## src/design/prl_ram.sv

```systemverilog
// ----------------------------------------------------------------------------
// prl_ram
// Generic simple dual-port RAM: one write port, one registered read port.
// ----------------------------------------------------------------------------
module prl_ram #(
   parameter int WIDTH = 8,
   parameter int DEPTH = 32
) (
   input  logic                     clock,
   input  logic                     wr_en,
   input  logic [$clog2(DEPTH)-1:0] wr_addr,
   input  logic [WIDTH-1:0]         wr_data,
   input  logic                     rd_en,
   input  logic [$clog2(DEPTH)-1:0] rd_addr,
   output logic [WIDTH-1:0]         rd_data
);

   logic [WIDTH-1:0] mem_ff [DEPTH];
   logic [WIDTH-1:0] rd_data_ff;

   always_ff @(posedge clock) begin
      if (wr_en) begin
         mem_ff[wr_addr] <= wr_data;
      end
      // read data holds while rd_en is low
      if (rd_en) begin
         rd_data_ff <= mem_ff[rd_addr];
      end
   end

   assign rd_data = rd_data_ff;

endmodule

```

## config.mk

```make
export PLATFORM = sky130hd
export DESIGN_NAME = prl_ram
export DESIGN_NICKNAME = d
export VERILOG_FILES = /design/src/design/prl_ram.sv
export SDC_FILE = /design/constraint.sdc
export NUM_CORES = 1
export LEC_CHECK = 0
export ABC_CLOCK_PERIOD_IN_PS = 2400
export BUFFER_PORTS_ARGS = -buffer_cell sky130_fd_sc_hd__buf_4
export CAP_MARGIN = 10
export CORE_MARGIN = 5
export CORE_UTILIZATION = 58
export CTS_BUF_LIST = sky130_fd_sc_hd__clkbuf_4
export DETAILED_ROUTE_END_ITERATION = 10
export PLACE_DENSITY_LB_ADDON = 0.2
export SYNTH_ARGS = -nofsm -noshare
export SYNTH_HDL_FRONTEND = slang
export SYNTH_SLANG_ARGS = --single-unit
```

## constraint.sdc

```tcl
create_clock -name clock -period 2.4 [get_ports clock]
set_clock_uncertainty 0.1 [all_clocks]
set_input_delay 0.24 -clock clock [delete_from_list [all_inputs] [get_ports clock]]
set_output_delay 0.24 -clock clock [all_outputs]
set_load 0.02 [all_outputs]
```

# After elaboration in Yosys (flattened, before gate mapping)
# Memory sizes are Yosys's and may differ from the RTL's. A register that Yosys moved wholly into a read port is not among the register bits.
# Index checks and enable logic that the tools add are counted.
# word_totals
regBits	0
ram_bits	256
out_inout_bits	8
elab_cells	3
mem_count	1
# memory_table
name	depth	width	rd	rd_ports_with_merged_regs	write_ports	line_no	source
mem_ff	32	8	1	1	1	18	logic [WIDTH-1:0] mem_ff [DEPTH];
# op_classes
n_mux	2
# op_table
op	count
$mux W1	2

# Longest topological paths before layout
# depth
depth_word	2
depth_mapped	5
ltp_nobuf	3

# Least setup slack after synthesis
# OpenSTA, ideal clock, no wires.
# synth_timing
path_kind	input -> register
startpoint	in rd_addr[2]
endpoint	reg rd_data_ff[0], in the netlist rd_data[0], read port of mem_ff (data pin)
setup_ps	260
arrival_ps	1922
t_required_ps	2040
slack_ps	118
stages	5
path_cell_list	clkbuf_1 > clkbuf_1 > mux4_2 > mux4_2 > mux2_2
# synth_rtl
item	line_no	source
start: declaration	14	input logic [$clog2(DEPTH)-1:0] rd_addr,
end: declaration	19	logic [WIDTH-1:0] rd_data_ff;

==> results_dict.tcl <==
set metrics [dict create \
    status "finished clean" \
    synth_cell_types 14 \
    drt_iter0_drc 558 \
    clk_path_buf_depth 3 \
    cts_sinks 264 \
    drt_wl_total_mm 20.66 \
    rows 48 \
    yosysWarnings 0 \
    placeableCoreArea_um2 17240 \
    first_pass_iters 5 \
    grt_usage_pct 21.72 \
    netlist.area_leader.share_pct 78.23 \
    hold_class "in2reg" \
    post-route-util_pct 69.08 \
    crit_type "reg2reg" \
    cts_root_buffer "clkbuf_4" \
    cts_tree "done" \
    place_area_um2 10940 \
    grt_remaining_overflow 0 \
    ir_worst_vdd_mv 0.4990 \
    grt_max_degree 33 \
    setup_viol 0 \
    max_freq_mhz 480.4 \
    place.gp.congestion 0.7982 \
    grt_pass1_vias 5256 \
    via_count 4954 \
    power_leakage_nw 3.950 \
    postRouteAntennaNets 0 \
    post_cts_resized 0 \
    yosys.area.top_type "edfxtp_1" \
    fin_setup_tns_ps 0 \
    finalCriticalPeriod_ps 2082 \
    antenna_found_initial 1 \
    cts_buffers 68 \
    vias_per_cell 6.005 \
    die_x_um 142.2 \
    wire_per_inst_um 25.04 \
    die_y_um 142.2 \
    grt_setup_unrepaired "no" \
    grt_pass1_wl_mm 31.42 \
    nets 571 \
    finalCritPeriodShare_pct 86.73 \
    final_common_cell "edfxtp_1" \
    layout_common_cells "edfxtp_1 (264), clkbuf_4 (102), mux4_2 (80)" \
    design_area_um2 11910 \
    syn-mean-instance-area_um2 24.30 \
    synth_seq_cells 264 \
    htree_levels 3 \
    finalMaxSlewViolations 0 \
    start_kind "register" \
    clk_latency_ps 640 \
    yosysSeqAreaShare_pct 78.23 \
    syn_inst 417 \
    tightest_slew_ps 399.9 \
    syn_area_um2 10130 \
    power.density_nw_per_um2 791.9 \
    io_pins 29 \
    crit_required_ps 2670 \
    cp_max_fo 1 \
    portBuffers 28 \
    drv_cap 0 \
    ctsHoldBuffers 10 \
    post-cts-setup-buffers 0 \
    synth_area_leaders "edfxtp_1 (78%), mux4_2 (18%), nor2_1 (1.2%)" \
    clk_pin_slew_ps 60 \
    arrival_ps 2350 \
    area_growth_pct 17.50 \
    start_util_pct 58.79 \
    crit_path_end_kind "register" \
    syn-num-nets 438 \
    hpwl_mm 13.07 \
    power_mw 9.429 \
    maxSlewHeadroom_pct 73.26 \
    drc 0 \
    dieArea_um2 20220 \
    hold_viol 0 \
    drive_above_1_share_pct 45.99 \
]
layout make-up:
cell class	instances	area, um^2
timing repair buffer	83	735.7
antenna	2	5.005
clock buffer	102	765.7
clock inverter	16	91.34
sequential	264	7928
tap	225	281.5
multi-input combinational	133	2100
fill	1083	5330
synthesized netlist by cell type:
library cell,instances
nor2_1,33
or3b_2,3
buf_4,6
clkbuf_1,6
buf_1,6
edfxtp_1,264
mux2_2,8
nand3b_1,5
mux4_2,80
buf_2,1
buf_6,1
or3_1,1
nand2_1,1
nand3_1,2
stage by stage:
stage | cells | worst slack, ps | hold WS (ps)
2_1_floorplan | 417 | 118.3 | 238.9
3_3_place_gp | 695 | 25.05 | 463.0
3_5_place_dp | 695 | -5.474 | 471.8
4_1_cts | 823 | 324.1 | 37.88
5_1_grt | 825 | 274.7 | 71.94
6_report | 825 | 318.4 | 76.47
report_power, final:
group          internal [mW]  leakage [nW]  switching [mW]
Sequential              5.15          2.38          0.0197
Combinational          0.257          1.04           0.288
Clock                   2.05         0.527            1.67
state kept, by name, summed over array words and instances, names as in the netlist:
| name | flops |
|---|---|
| mem_ff | 256 |
| rd_data | 8 |
critical path: stages, from the launching register on:
cell	delay, ps
edfxtp_1	360
mux4_2	530
mux4_2	530
mux2_2	290
routing by layer:
layer	GRT usage [%]	vias up	routed length [um]
met5	0	-	0
met4	7.121	0	275
met3	4.335	20	1415
met2	32.77	226	10000
met1	32.81	2610	8970
li1	-	2098	-
path summary, 6_finish.rpt:
kind / startpoint / end / slack [ps] / depth (start not counted)
hold / removal: wr_addr[3] / mem_ff[31][1] / 80 / 3
setup / recovery: mem_ff[31][1] / rd_data[1] / 320 / 3
setup reg to reg: mem_ff[31][1] / rd_data[1] / 320 / 3
hold reg to reg: mem_ff[13][7] / rd_data[7] / 890 / 3
logic make-up (layout without fill, tap and decap cells):
family	Yosys count	in the layout	synth area share (%)
DFF	264	264	78.23
buffers and inverters	20	201	1.049
and+or+nand+nor	45	45	2.050
muxes	88	88	18.67
other	0	2	0
Note: power is estimated with default switching activity, not from simulation.
